===== config.mk =====
export PLATFORM = sky130hd
export DESIGN_NAME = i2c_register_master
export DESIGN_NICKNAME = d
export VERILOG_FILES = /design/src/rtl/core/i2crm_pkg.sv /design/src/rtl/core/i2c_register_master.sv
export SDC_FILE = /design/constraint.sdc
export NUM_CORES = 1
export LEC_CHECK = 0
export ABC_AREA = 1
export BUFFER_PORTS_ARGS = -buffer_cell sky130_fd_sc_hd__buf_2
export CAP_MARGIN = 10
export CELL_PAD_IN_SITES_DETAIL_PLACEMENT = 1
export CELL_PAD_IN_SITES_GLOBAL_PLACEMENT = 2
export CORE_MARGIN = 2
export CORE_UTILIZATION = 23
export CTS_CLUSTER_DIAMETER = 40
export DETAILED_ROUTE_END_ITERATION = 7
export PLACE_DENSITY_LB_ADDON = 0.25
export SLEW_MARGIN = 0
export SYNTH_ARGS = -nofsm -noshare
export SYNTH_HDL_FRONTEND = slang
export SYNTH_SLANG_ARGS = --single-unit

===== constraint.sdc =====
create_clock -name clk -period 5.05 [get_ports clk]
set_clock_uncertainty 0.2 [all_clocks]
set_input_delay 0 -clock clk [delete_from_list [all_inputs] [get_ports clk]]
set_output_delay 0 -clock clk [all_outputs]
set_load 0.01 [all_outputs]

===== src/rtl/core/i2crm_pkg.sv =====
`timescale 1ns / 1ps

package i2crm_pkg;

  // Default bound on the burst length of a read
  localparam int unsigned MAX_READ_BYTES_DEF = 8;

  // Field widths
  localparam int unsigned ADDR_W   = 8;
  localparam int unsigned DATA_W   = 8;
  localparam int unsigned COUNT_W  = 4;
  localparam int unsigned TICK_W   = 16;
  localparam int unsigned BIT_IDX_W = 4;

  // Stream widths
  localparam int unsigned IN_TDATA_W  = 24;
  localparam int unsigned IN_TUSER_W  = 1;
  localparam int unsigned OUT_TDATA_W = 16;

  // Configuration port
  localparam int unsigned CFG_IDX_W  = 1;
  localparam int unsigned CFG_DATA_W = 16;

  typedef enum logic [CFG_IDX_W-1:0] {
    REG_DEV_ADDR    = 1'b0,
    REG_HALF_PERIOD = 1'b1
  } cfg_reg_t;

  localparam logic [ADDR_W-1:0] DEV_ADDR_RST    = 8'd60;
  localparam logic [TICK_W-1:0] HALF_PERIOD_RST = 16'd5;

  // Slot of the byte currently shifted out
  typedef enum logic [1:0] {
    SLOT_DEV_WR = 2'd0,
    SLOT_REG    = 2'd1,
    SLOT_DATA   = 2'd2,
    SLOT_DEV_RD = 2'd3
  } byte_slot_t;

  localparam logic OP_WRITE = 1'b0;
  localparam logic OP_READ  = 1'b1;

endpackage


===== src/rtl/core/i2c_register_master.sv =====
`timescale 1ns / 1ps

// Channel   Dir  Handshake                 Payload (low bit first)
// --------  ---  ------------------------  -----------------------------------------
// in_       in   in_tvalid / in_tready     tdata: launch, reg_addr, write_data,
//                                          read_count, sda_in; tuser: operation
// out_      out  out_tvalid / out_tready   tdata: scl_out, sda_out, busy_res,
//                                          read_data, read_valid, ack_bit; tlast: read_last
// cfg_      in   cfg_valid / cfg_ready     cfg_index, cfg_data
//
// One input transaction is one tick of the bit sequencer and yields exactly one output
// transaction, computed in the cycle of acceptance and held in the output register.
// Throughput is one tick per clock if results drain; out_tvalid rises in the next cycle.
// A full output register that is not taken stalls input; in_tready stays high while
// the register is empty or being drained in the same cycle.
// rst_n (synchronous, active low) puts the sequencer in idle with both lines released
// and restores the register defaults. cfg_ready is always high.

module i2c_register_master
  import i2crm_pkg::*;
#(
  parameter int unsigned MAX_READ_BYTES = MAX_READ_BYTES_DEF
) (
  input  logic                   clk,
  input  logic                   rst_n,
  // launch[0], reg_addr[8:1], write_data[16:9], read_count[20:17], sda_in[21]
  input  logic [IN_TDATA_W-1:0]  in_tdata,
  // operation[0]
  input  logic [IN_TUSER_W-1:0]  in_tuser,
  input  logic                   in_tvalid,
  output logic                   in_tready,
  // scl_out[0], sda_out[1], busy_res[2], read_data[10:3], read_valid[11], ack_bit[12]
  output logic [OUT_TDATA_W-1:0] out_tdata,
  output logic                   out_tlast,
  output logic                   out_tvalid,
  input  logic                   out_tready,
  input  logic                   cfg_valid,
  output logic                   cfg_ready,
  input  logic [CFG_IDX_W-1:0]   cfg_index,
  input  logic [CFG_DATA_W-1:0]  cfg_data
);

  localparam int unsigned BL_W = $clog2(MAX_READ_BYTES + 1);

  typedef enum logic [4:0] {
    PH_IDLE   = 5'd0,
    PH_ST_HI  = 5'd1,
    PH_ST_LO  = 5'd2,
    PH_BIT_LO = 5'd3,
    PH_BIT_HI = 5'd4,
    PH_ACK_LO = 5'd5,
    PH_ACK_HI = 5'd6,
    PH_RD_LO  = 5'd7,
    PH_RD_HI  = 5'd8,
    PH_MA_LO  = 5'd9,
    PH_MA_HI  = 5'd10,
    PH_SP_A   = 5'd11,
    PH_SP_B   = 5'd12,
    PH_SP_C   = 5'd13,
    PH_RS_A   = 5'd14,
    PH_RS_B   = 5'd15,
    PH_RS_C   = 5'd16
  } phase_t;

  // Input field unpacking
  logic                 launch_i;
  logic                 operation_i;
  logic [ADDR_W-1:0]    reg_addr_i;
  logic [DATA_W-1:0]    write_data_i;
  logic [COUNT_W-1:0]   read_count_i;
  logic                 sda_in_i;

  assign launch_i      = in_tdata[0];
  assign reg_addr_i    = in_tdata[8:1];
  assign write_data_i  = in_tdata[16:9];
  assign read_count_i  = in_tdata[20:17];
  assign sda_in_i      = in_tdata[21];
  assign operation_i   = in_tuser[0];

  // Configuration registers
  logic [ADDR_W-1:0] dev_addr_r;
  logic [TICK_W-1:0] half_period_r;

  // Sequencer state
  phase_t              phase_r, phase_nxt;
  logic [TICK_W-1:0]   tick_r, tick_nxt;
  logic [BIT_IDX_W-1:0] bit_idx_r, bit_idx_nxt;
  logic [DATA_W-1:0]   shift_r, shift_nxt;
  logic [BL_W-1:0]     bytes_left_r, bytes_left_nxt;
  logic                held_op_r, held_op_nxt;
  logic [ADDR_W-1:0]   held_reg_r, held_reg_nxt;
  logic [DATA_W-1:0]   held_data_r, held_data_nxt;
  logic                ack_r, ack_nxt;
  logic                scl_r, scl_nxt;
  logic                sda_r, sda_nxt;
  byte_slot_t          slot_r, slot_nxt;
  logic                mack_r, mack_nxt;

  // Output register
  logic [OUT_TDATA_W-1:0] out_tdata_r, out_tdata_nxt;
  logic                   out_tlast_r, out_tlast_nxt;
  logic                   out_valid_r;

  logic in_fire;
  assign in_tready = !out_valid_r || out_tready;
  assign in_fire   = in_tvalid && in_tready;
  assign cfg_ready = 1'b1;

  assign out_tdata  = out_tdata_r;
  assign out_tlast  = out_tlast_r;
  assign out_tvalid = out_valid_r;

  // Segment length; zero behaves as one tick
  logic [TICK_W-1:0] span;
  logic              seg_done;
  assign span     = (half_period_r == '0) ? TICK_W'(1) : half_period_r;
  assign seg_done = ({1'b0, tick_r} + (TICK_W+1)'(1)) >= {1'b0, span};

  always_comb begin
    logic [4:0]        cnt;
    phase_t            ph;
    logic              entered;
    logic              busy;
    logic              scl_now;
    logic              sda_now;
    logic              rd_valid;
    logic              rd_last;
    logic [DATA_W-1:0] rd_data;

    phase_nxt      = phase_r;
    tick_nxt       = tick_r;
    bit_idx_nxt    = bit_idx_r;
    shift_nxt      = shift_r;
    bytes_left_nxt = bytes_left_r;
    held_op_nxt    = held_op_r;
    held_reg_nxt   = held_reg_r;
    held_data_nxt  = held_data_r;
    ack_nxt        = ack_r;
    scl_nxt        = scl_r;
    sda_nxt        = sda_r;
    slot_nxt       = slot_r;
    mack_nxt       = mack_r;
    entered        = 1'b0;
    busy           = 1'b0;
    rd_valid       = 1'b0;
    rd_last        = 1'b0;
    rd_data        = '0;
    cnt            = {1'b0, read_count_i};

    // Launch is only looked at while idle
    if (phase_r == PH_IDLE && launch_i) begin
      if (cnt == 5'd0) begin
        cnt = 5'd1;
      end
      if (cnt > 5'(MAX_READ_BYTES)) begin
        cnt = 5'(MAX_READ_BYTES);
      end
      held_op_nxt    = operation_i;
      held_reg_nxt   = reg_addr_i;
      held_data_nxt  = write_data_i;
      bytes_left_nxt = BL_W'(cnt);
      slot_nxt       = SLOT_DEV_WR;
      phase_nxt      = PH_ST_HI;
      tick_nxt       = '0;
      scl_nxt        = 1'b1;
      sda_nxt        = 1'b1;
    end

    ph      = phase_nxt;
    scl_now = scl_nxt;
    sda_now = sda_nxt;

    if (ph != PH_IDLE) begin
      busy = 1'b1;
      if (!seg_done) begin
        tick_nxt = tick_nxt + TICK_W'(1);
      end else begin
        entered  = 1'b1;
        tick_nxt = '0;
        case (ph)
          PH_ST_HI: phase_nxt = PH_ST_LO;
          PH_ST_LO: begin
            slot_nxt    = SLOT_DEV_WR;
            shift_nxt   = dev_addr_r;
            bit_idx_nxt = '0;
            phase_nxt   = PH_BIT_LO;
          end
          PH_BIT_LO: phase_nxt = PH_BIT_HI;
          PH_BIT_HI: begin
            shift_nxt   = {shift_r[DATA_W-2:0], 1'b0};
            bit_idx_nxt = bit_idx_r + BIT_IDX_W'(1);
            phase_nxt   = (bit_idx_nxt >= BIT_IDX_W'(DATA_W)) ? PH_ACK_LO : PH_BIT_LO;
          end
          PH_ACK_LO: phase_nxt = PH_ACK_HI;
          PH_ACK_HI: begin
            ack_nxt = sda_in_i;
            case (slot_r)
              SLOT_DEV_WR: begin
                slot_nxt    = SLOT_REG;
                shift_nxt   = held_reg_r;
                bit_idx_nxt = '0;
                phase_nxt   = PH_BIT_LO;
              end
              SLOT_REG: begin
                if (held_op_r == OP_READ) begin
                  phase_nxt = PH_RS_A;
                end else begin
                  slot_nxt    = SLOT_DATA;
                  shift_nxt   = held_data_r;
                  bit_idx_nxt = '0;
                  phase_nxt   = PH_BIT_LO;
                end
              end
              SLOT_DATA: phase_nxt = PH_SP_A;
              default: begin
                bit_idx_nxt = '0;
                shift_nxt   = '0;
                phase_nxt   = PH_RD_LO;
              end
            endcase
          end
          PH_RS_A: phase_nxt = PH_RS_B;
          PH_RS_B: phase_nxt = PH_RS_C;
          PH_RS_C: begin
            slot_nxt    = SLOT_DEV_RD;
            shift_nxt   = dev_addr_r + ADDR_W'(1);
            bit_idx_nxt = '0;
            phase_nxt   = PH_BIT_LO;
          end
          PH_RD_LO: phase_nxt = PH_RD_HI;
          PH_RD_HI: begin
            shift_nxt   = {shift_r[DATA_W-2:0], sda_in_i};
            bit_idx_nxt = bit_idx_r + BIT_IDX_W'(1);
            if (bit_idx_nxt >= BIT_IDX_W'(DATA_W)) begin
              rd_valid  = 1'b1;
              rd_data   = shift_nxt;
              rd_last   = (bytes_left_r <= BL_W'(1));
              mack_nxt  = rd_last;
              phase_nxt = PH_MA_LO;
            end else begin
              phase_nxt = PH_RD_LO;
            end
          end
          PH_MA_LO: phase_nxt = PH_MA_HI;
          PH_MA_HI: begin
            if (bytes_left_r != '0) begin
              bytes_left_nxt = bytes_left_r - BL_W'(1);
            end
            if (bytes_left_nxt == '0) begin
              phase_nxt = PH_SP_A;
            end else begin
              bit_idx_nxt = '0;
              shift_nxt   = '0;
              phase_nxt   = PH_RD_LO;
            end
          end
          PH_SP_A: phase_nxt = PH_SP_B;
          PH_SP_B: phase_nxt = PH_SP_C;
          default: phase_nxt = PH_IDLE;
        endcase
      end
    end

    // Line levels of the segment just entered
    if (entered) begin
      case (phase_nxt)
        PH_ST_HI: begin scl_nxt = 1'b1; sda_nxt = 1'b1; end
        PH_ST_LO: begin scl_nxt = 1'b1; sda_nxt = 1'b0; end
        PH_BIT_LO: begin scl_nxt = 1'b0; sda_nxt = shift_nxt[DATA_W-1]; end
        PH_BIT_HI: scl_nxt = 1'b1;
        PH_ACK_LO, PH_RD_LO: begin scl_nxt = 1'b0; sda_nxt = 1'b1; end
        PH_ACK_HI, PH_RD_HI: begin scl_nxt = 1'b1; sda_nxt = 1'b1; end
        PH_MA_LO: begin scl_nxt = 1'b0; sda_nxt = mack_nxt; end
        PH_MA_HI: begin scl_nxt = 1'b1; sda_nxt = mack_nxt; end
        PH_SP_A: begin scl_nxt = 1'b0; sda_nxt = 1'b0; end
        PH_SP_B: begin scl_nxt = 1'b1; sda_nxt = 1'b0; end
        PH_RS_A: begin scl_nxt = 1'b0; sda_nxt = 1'b1; end
        PH_RS_B: begin scl_nxt = 1'b1; sda_nxt = 1'b1; end
        PH_RS_C: begin scl_nxt = 1'b1; sda_nxt = 1'b0; end
        default: begin scl_nxt = 1'b1; sda_nxt = 1'b1; end
      endcase
    end

    out_tdata_nxt = {3'b000, ack_nxt, rd_valid, rd_data, busy, sda_now, scl_now};
    out_tlast_nxt = rd_last;
  end

  // Configuration writes
  always_ff @(posedge clk) begin
    if (!rst_n) begin
      dev_addr_r    <= DEV_ADDR_RST;
      half_period_r <= HALF_PERIOD_RST;
    end else if (cfg_valid && cfg_ready) begin
      case (cfg_reg_t'(cfg_index))
        REG_DEV_ADDR:    dev_addr_r    <= cfg_data[ADDR_W-1:0];
        REG_HALF_PERIOD: half_period_r <= cfg_data[TICK_W-1:0];
        default: ;
      endcase
    end
  end

  // Sequencer state and output register
  always_ff @(posedge clk) begin
    if (!rst_n) begin
      phase_r      <= PH_IDLE;
      tick_r       <= '0;
      bit_idx_r    <= '0;
      shift_r      <= '0;
      bytes_left_r <= '0;
      held_op_r    <= 1'b0;
      held_reg_r   <= '0;
      held_data_r  <= '0;
      ack_r        <= 1'b1;
      scl_r        <= 1'b1;
      sda_r        <= 1'b1;
      slot_r       <= SLOT_DEV_WR;
      mack_r       <= 1'b0;
      out_valid_r  <= 1'b0;
    end else begin
      if (in_fire) begin
        phase_r      <= phase_nxt;
        tick_r       <= tick_nxt;
        bit_idx_r    <= bit_idx_nxt;
        shift_r      <= shift_nxt;
        bytes_left_r <= bytes_left_nxt;
        held_op_r    <= held_op_nxt;
        held_reg_r   <= held_reg_nxt;
        held_data_r  <= held_data_nxt;
        ack_r        <= ack_nxt;
        scl_r        <= scl_nxt;
        sda_r        <= sda_nxt;
        slot_r       <= slot_nxt;
        mack_r       <= mack_nxt;
        out_valid_r  <= 1'b1;
      end else if (out_tready) begin
        out_valid_r  <= 1'b0;
      end
    end
  end

  always_ff @(posedge clk) begin
    if (in_fire) begin
      out_tdata_r <= out_tdata_nxt;
      out_tlast_r <= out_tlast_nxt;
    end
  end

  // Checks
  a_last_needs_valid: assert property (@(posedge clk) disable iff (!rst_n)
    out_valid_r && out_tlast_r |-> out_tdata_r[11])
    else $error("read_last without read_valid");

  a_read_while_busy: assert property (@(posedge clk) disable iff (!rst_n)
    out_valid_r && out_tdata_r[11] |-> out_tdata_r[2])
    else $error("received byte reported while idle");

  a_idle_tick_clear: assert property (@(posedge clk) disable iff (!rst_n)
    phase_r == PH_IDLE |-> tick_r == '0 && scl_r && sda_r)
    else $error("idle with running tick counter or driven lines");

  a_bytes_bound: assert property (@(posedge clk) disable iff (!rst_n)
    bytes_left_r <= BL_W'(MAX_READ_BYTES))
    else $error("burst count beyond limit");

  a_bit_bound: assert property (@(posedge clk) disable iff (!rst_n)
    bit_idx_r <= BIT_IDX_W'(DATA_W))
    else $error("bit index beyond byte");

endmodule


=== Word-level counts from Yosys, hierarchy flattened ===
Index checks and enable logic that the tools add are counted.

* Logic and storage cells: 147
* Register bits: 99
* Input port bits: 47
* Output and inout port bits: 20

* Equal/unequal tests: 31
* Order comparisons: 4
* Add/subtract/negate cells: 5
* Bitwise gates (word level): 1
* Reduce and logical (&&, ||, !) cells: 26
* Muxes and demuxes: 59

{| class="wikitable"
|+ Operator list
! kind !! number
|-
| $pmux 5 s14 || 1
|-
| $mux 16 || 4
|-
| $eq 5x4->1 const B || 12
|-
| $mux 4 || 15
|-
| $pmux 8 s6 || 1
|-
| $eq 5x3->1 const B || 7
|-
| $mux 8 || 4
|-
| $pmux 8 s3 || 1
|-
| $eq 5x2->1 const B || 4
|-
| $mux 5 || 4
|-
| $mux 1 || 18
|-
| $add 16x1->17 const B || 1
|-
| $ge 17x16->1 || 1
|-
| $add 16x1->16 const B || 1
|-
| $logic_not 16->1 || 1
|-
| $pmux 4 s4 || 1
|-
| $reduce_and 7->1 || 2
|-
| $pmux 4 s3 || 1
|-
| $eq 5x5->1 const B || 2
|-
| $add 8x1->8 const B || 1
|-
| $logic_not 4->1 || 2
|-
| $mux 2 || 4
|-
| $pmux 4 s2 || 1
|-
| $reduce_bool 4->1 || 2
|-
| other kinds (29) || 35
|}

=== Depth between registers and ports, before layout ===
Gate-level depths: netlist (run 1).

* Depth after elaboration: 19
* Depth in mapped cells: 26
* Depth with buffers taken out: 26

=== Worst setup path after synthesis (run 1) ===
OpenSTA, ideal clock, no wires.

* Path type: register to register
* Start point: register tick_r[0]
* End point: register sda_r
* Slack: 1.898 ns
* Data required time: 4.735 ns
* Stages on the path, launching flop included: 24
* Library setup time: 0.115 ns
* Buffers on the path: 0
* Arrival time: 2.837 ns
* Path through: dfxtp_1 nand2_1 nor2_1 nand3_1 inv_2 nand4_1 nor2_1 xor2_1 ha_1 nand2_1 nor2_1 nand4_1 nor2_2 nor2_8 nand3_4 nand2_1 nand2_2 nand2_2 nor2_4 nand2_1 nand3_1 nand3_1 nand2_1 nand2_1

* Longest elaborated chain between the ends: 8

{| class="wikitable"
|+ RTL lines
! item !! line !! text
|-
| start, declared || i2c_register_master.sv:86 || <nowiki>logic [TICK_W-1:0] tick_r, tick_nxt;</nowiki>
|-
| start signal, assigned || i2c_register_master.sv:322 || <nowiki>tick_r <= tick_nxt;</nowiki>
|-
| $add 16x1->17 (*) || i2c_register_master.sv:117 || <nowiki>assign seg_done = ({1'b0, tick_r} + (TICK_W+1)'(1)) >= {1'b0, span};</nowiki>
|-
| $ge 17x16->1 (*) || i2c_register_master.sv:117 ||
|-
| $mux 5 || i2c_register_master.sv:175 || <nowiki>if (!seg_done) begin</nowiki>
|-
| $mux 5 || i2c_register_master.sv:173 || <nowiki>if (ph != PH_IDLE) begin</nowiki>
|-
| $eq 5x4->1, or another cell as far along || i2c_register_master.sv:266 || <nowiki>case (phase_nxt)</nowiki>
|-
| $reduce_or 4->1 (no line) / $reduce_or 2->1 (equally long branches) || - ||
|-
| $pmux 1 s4 || i2c_register_master.sv:266 ||
|-
| $mux 1 (*) || i2c_register_master.sv:265 || <nowiki>if (entered) begin</nowiki>
|-
| end signal, assigned || i2c_register_master.sv:331 || <nowiki>sda_r <= sda_nxt;</nowiki>
|-
| end, declared || i2c_register_master.sv:95 || <nowiki>logic sda_r, sda_nxt;</nowiki>
|}

Mark *: on every way between the ends. The rest lies on a longest branch, timed or not.
A chain may end at the register's enable or synchronous reset.

=== Final worst setup path (run 1) ===
* Start point: register tick_r[0]
* End point: register bytes_left_r[2]

* Longest elaborated chain between the ends: 4

{| class="wikitable"
|+ RTL lines
! item !! line !! text
|-
| $add 16x1->17 || i2c_register_master.sv:117 ||
|-
| $ge 17x16->1 || i2c_register_master.sv:117 ||
|-
| $mux 4 || i2c_register_master.sv:175 ||
|-
| $mux 4 || i2c_register_master.sv:173 ||
|-
| end signal, assigned || i2c_register_master.sv:325 || <nowiki>bytes_left_r <= bytes_left_nxt;</nowiki>
|-
| end, declared || i2c_register_master.sv:89 || <nowiki>logic [BL_W-1:0] bytes_left_r, bytes_left_nxt;</nowiki>
|}

No other way between the ends.

==> results of run 1 <==
cell usage after synthesis, drive strengths merged (6+ instances only):
cell type | instances | area, µm²
a211oi | 10 | 105
a21oi | 61 | 309
a22oi | 7 | 52.6
buf | 12 | 87.6
clkbuf | 19 | 71.3
dfxtp | 85 | 1700
edfxtp | 14 | 420
ha | 23 | 288
inv | 126 | 478
nand2 | 164 | 707
nand3 | 51 | 295
nand3b | 6 | 45.0
nand4 | 19 | 134
nor2 | 121 | 562
nor3 | 8 | 55.1
nor4 | 6 | 52.6
o211ai | 10 | 75.1
o21ai | 92 | 464
xor2 | 15 | 131
power groups by stage:
stage          sequential [W]  clock (W)  combinational (W)
6_report             0.000909   0.000702           0.000629
5_1_grt              0.000918   0.000769           0.000716
4_1_cts              0.000910   0.000737           0.000640
3_5_place_dp         0.000927          0           0.000607
3_3_place_gp         0.000927          0           0.000605
2_1_floorplan        0.000911          0           0.000438
routing by layer:
metal / global-route usage (%) / vias to the layer above / wire [µm]
met4: 3.12 / 0 / 212
met5: 0 / - / 0
met1: 20.7 / 2892 / 10400
met3: 2.15 / 13 / 437
met2: 25.9 / 66 / 9960
li1: - / 3120 / -
final timing paths:
check | cells past startpoint | to
min | 5 | dev_addr_r[0]
max | 18 | bytes_left_r[2]
max reg2reg | 18 | bytes_left_r[2]
min reg2reg | 2 | bit_idx_r[2]
cell families (layout without fill, tap and decap cells):
| family | Yosys count | after routing | share of synthesized area (%) |
|---|---|---|---|
| AND/OR/NAND/NOR | 380 | 380 | 30.2 |
| flip-flops | 99 | 99 | 33.7 |
| XOR/XNOR | 18 | 18 | 2.51 |
| buffers and inverters | 159 | 259 | 10.2 |
| other | 2 | 4 | 0.119 |
| AO/OA/AOI/OAI | 201 | 201 | 18.6 |
| adder cells (fa/ha/maj) | 23 | 23 | 4.58 |
stage by stage:
step,setup slack [ns],hold slack [ns],std cells
floorplan,1.90,-0.0868,884
global placement,0.805,0.0306,1260
detailed placement,0.781,0.0311,1260
CTS,0.773,0.00636,1325
global route,0.341,0.0826,1325
finish,0.859,-0.00730,1325
flip-flops by register name, summed over array words and instances, names as in the netlist, 5 cells and up:
register,flops
shift_r,8
dev_addr_r,8
phase_r,5
out_tdata,13
half_period_r,16
held_reg_r,8
held_data_r,8
tick_r,16
final cells by class:
cell class,instances,area [µm²]
clock buffer,9,225
clock inverter,7,58.8
fill,3330,19200
inverter,128,485
multi-input combinational,626,3530
sequential,99,2120
tap,341,427
timing repair buffer,115,836
repair_timing:
| item | 4_1_cts | 5_1_grt |
|---|---|---|
| endpoints found under the hold margin | 51 | 0 |
| hold buffers | 49 | 0 |
| setup endpoints to repair | 0 | 0 |
worst max-delay path, delay by kind of cell (launching register included):
kind / cells / cell delay (ns)
flip-flops: 1 / 0.41
AND/OR/NAND/NOR: 12 / 2.51
AO/OA/AOI/OAI: 1 / 0.14
XOR/XNOR: 1 / 0.17
buffers and inverters: 2 / 0.19
adder cells (fa/ha/maj): 2 / 0.50
==> flow_summary.toml, run 1 <==
[status]
outcome = "finished with violations"
violations = "negative hold slack"

[sta]
hold_viol_final = 1
fin_crit_ns = 4.19
slew_violations = 0
fin_tns_setup_ns = 0
period_share_pct = 83.0
worst_slew_pin_slew_ns = 0.855
setup_viol = 0
relSlewSlack_pct = 42.9
fmax_ghz = 0.239
rsz0062_at_grt = "no"
worst_hold_slack_ns = -0.00730

[global_route]
gr-usage-all-layers_pct = 15.3
grt_max_degree = 61
antenna_found_initial = 0
grt_pass1_wl_um = 34600
gr-total-overflow = 0
grt_pass1_vias = 6403

[detailed_routing]
ant_nets = 0
vias = 6091
drt_wl_total_um = 21000
drc_errors = 0
wire_per_inst_um = 15.9
drtIter0Drc = 282
drt_pass1_iterations = 4
viasPerCell = 4.60

[logic_synthesis]
avgSynthCellArea_um2 = 7.13
syn_inst = 882
yosysWarnings = 0
ys_ff_latch = 99
synth_flop_cell = "dfxtp_1"
synth_edf_count = 14
async_flop_share_pct = 0
synth_cell_types = 57
syn-cell-area_um2 = 6290
ys_seq_area_share_pct = 33.7

[final_layout]
num_antenna_cells = 0
drive_gt1_share_pct = 16.6
area_delta_synth_final_pct = 22.2
fin_area_um2 = 7680
final_common_cell = "nand2_1"
final_nets = 1049
final_cell_mix = "nand2_1, inv_1, nor2_1"
post-route-util_pct = 28.6

[worst_setup_path]
crit_path_end_kind = "flop"
reg2reg_from = "tick_r[0]"
worstPathArrival_ns = 4.28
worstPathRequired_ns = 5.14
startpoint_type = "flop"
worst-r2r-setup-slack_ns = 0.86
crit_type = "flop to flop"
cpPeakStageDelay_ns = 0.41
path_cells = "ha_1 > nand2_1 > nor2_1 > nand4_1 > nor2_1 > xor2_1 > inv_1 > ha_1 > nand4_1 > nor4_1 > nand2_1 > nand3_4 > nand2_2 > nor2_2 > inv_1 > nand3_1 > nand3_1 > a21oi_1"
cp_max_fo = 19
crit_start = "tick_r[0]"
cp_slowest_cell = "dfxtp_1"

[power]
combPwrFrac_pct = 28.1
p_total_w = 0.00224
switching_share_pct = 36.9
p_leak_nw = 3.30
p_seq_share_pct = 40.6
switching_power_w = 0.000827
power.density_nw_per_um2 = 291
p_int_w = 0.00141
clkPwrFrac_pct = 31.4
worst_ir_drop_vdd_mv = 0.163

[place]
placed_area_um2 = 6910
gp_congestion = 0.768
hpwl_um = 15100
io_buffers = 60

[clocking]
clk_latency_ns = 0.36
cts_sinks = 99
htreeDepth = 3
cts_root_buf = "clkbuf_16"
cts_tree = "done"
path_clk_slew_ns = 0.08
ctsResizeCount = 0
cts_post_setup_buffers_inserted = 0
clock_path_buffers = 2
cts-buffers-inserted = 9

[floorplan]
die_w_um = 169
core_um2 = 26900
initial_core_util_pct = 23.4
ios = 67
die_h_um = 169
die_area_um2 = 28700
rows = 60

[hold_path]
min_from = "cfg_valid"
hold_path_class = "primary input to flop"

[run]
drv_cap = 0
Note: power is estimated with default switching activity, not from simulation.
==> run 2: changes to the inputs <==
clock period = 3.9 ns   (was 5.05 ns; I/O delays follow)
==> flow_summary.toml, run 2 (synthesized netlist as in run 1, its figures left out) <==
[place]
placedCellCount = 1269
gp_congestion = 0.779
hpwl_um = 15400
io_buffers = 60

[worst_setup_path]
startpoint_type = "flop"
crit_type = "flop to flop"
worstPathArrival_ns = 3.76
crit_path_end_kind = "flop"
worstPathRequired_ns = 3.99
cp_max_fo = 15

[global_route]
grt_max_degree = 60
grt_pass1_vias = 6401
gr-usage-all-layers_pct = 15.2
grt_pass1_wl_um = 34400
gr-total-overflow = 0
antenna_found_initial = 0

[clocking]
clk_latency_ns = 0.37
cts_tree = "done"
clock_path_buffers = 2
cts_root_buf = "clkbuf_16"
cts_sinks = 99
path_clk_slew_ns = 0.08
cts-buffers-inserted = 9
htreeDepth = 3

[sta]
worst_hold_slack_ns = 0.0103
relSlewSlack_pct = 41.3
slew_violations = 0
fmax_ghz = 0.273
fin_crit_ns = 3.67
hold_viol_final = 0
worst_slew_pin_slew_ns = 0.878
fin_tns_setup_ns = 0
period_share_pct = 94.1
setup_viol = 0

[hold_path]
hold_path_class = "primary input to flop"

[floorplan]
core_um2 = 26900
die_h_um = 169
initial_core_util_pct = 23.4
die_w_um = 169
die_area_um2 = 28700
rows = 60
ios = 67

[final_layout]
final_nets = 1061
multi_input_area_um2 = 3570
stdcell_count = 1337
area_delta_synth_final_pct = 24.7
drive_gt1_share_pct = 18.4
post-route-util_pct = 29.2
final_common_cell = "nand2_1"
num_antenna_cells = 0
regArea_um2 = 2120
fillerInstances = 3334
final_cell_mix = "nand2_1, inv_1, nor2_1"

[detailed_routing]
drtIter0Drc = 315
vias = 6108
wire_per_inst_um = 15.9
viasPerCell = 4.57
drc_errors = 0
ant_nets = 0
drt_pass1_iterations = 4
drt_wl_total_um = 21200

[power]
p_leak_nw = 3.38
power.density_nw_per_um2 = 386
p_total_w = 0.00302
worst_ir_drop_vdd_mv = 0.187

[run]
drv_cap = 0

[status]
outcome = "finished, final reports clean"
[run 2: cell types whose count changed in the layout (fill, tap and decap cells not counted), moves of 2 or more]
cell / change
buf_4: +12
clkinvlp_4: -2
nor2_4: +2
nand3_2: +2
dfxtp_1: -2
dfxtp_2: +2
[run 2: where the power goes]
| group | internal, W | switching (W) | leakage [nW] |
|---|---|---|---|
| combinational | 0.000292 | 0.000548 | 2.39 |
| clock | 0.000519 | 0.000491 | 0.157 |
| sequential | 0.00111 | 0.0000636 | 0.834 |
[run 2: path summary, 6_finish.rpt]
check	from	endpoint	slack (ns)	cells after the start
worst min-delay path	cfg_valid	dev_addr_r[1]	0.01	5
worst min register to register	bit_idx_r[2]	bit_idx_r[2]	0.27	2
worst max register to register	tick_r[0]	bit_idx_r[3]	0.23	19
worst max-delay path	tick_r[0]	bit_idx_r[3]	0.23	19
[run 2: stage by stage]
step / area, µm² / worst slack (ns)
6_report: 7840 / 0.231
5_1_grt: 7840 / -0.0327
4_1_cts: 7780 / 0.108
3_5_place_dp: 6980 / 0.136
3_3_place_gp: 6980 / 0.208
2_1_floorplan: 6300 / 0.748
[run 2: worst max-delay path: stages (launching register included)]
cell and delay (ns):
dfxtp_2 0.38, ha_1 0.18, nand2_1 0.12, nor2_4 0.16, nand4_1 0.11, nor2_1 0.13, xor2_1 0.16, inv_1 0.06
ha_1 0.32, nand4_1 0.16, nor4_2 0.27, nand2_1 0.21, buf_4 0.20, nand3_2 0.13, nand2_2 0.13, inv_2 0.13
nand2_4 0.11, inv_4 0.18, nor2_1 0.07, a211oi_2 0.18
[run 2: layout make-up]
cell class	instances	share of cell area, %
repair buffers	126	11.7
clock buffers	9	2.87
multi-input cells	627	45.5
well taps	341	5.44
inverters	128	6.19
flip-flops and latches	99	27.1
clock inverters	7	1.21
[run 2: timing repair]
action                                  4_1_cts  5_1_grt
setup buffers                                 0        3
endpoints found under the hold margin        52        0
gates resized for setup                       0        8
hold buffers                                 48        0
endpoints found under the setup margin        0       31
[run 2: layer usage]
| metal | track usage [%] | up-vias | wire [µm] |
|---|---|---|---|
| met1 | 20.8 | 2893 | 10700 |
| met3 | 1.98 | 12 | 450 |
| met2 | 25.6 | 65 | 9940 |
| met5 | 0 | - | 0 |
| met4 | 3.01 | 0 | 187 |
| li1 | - | 3138 | - |
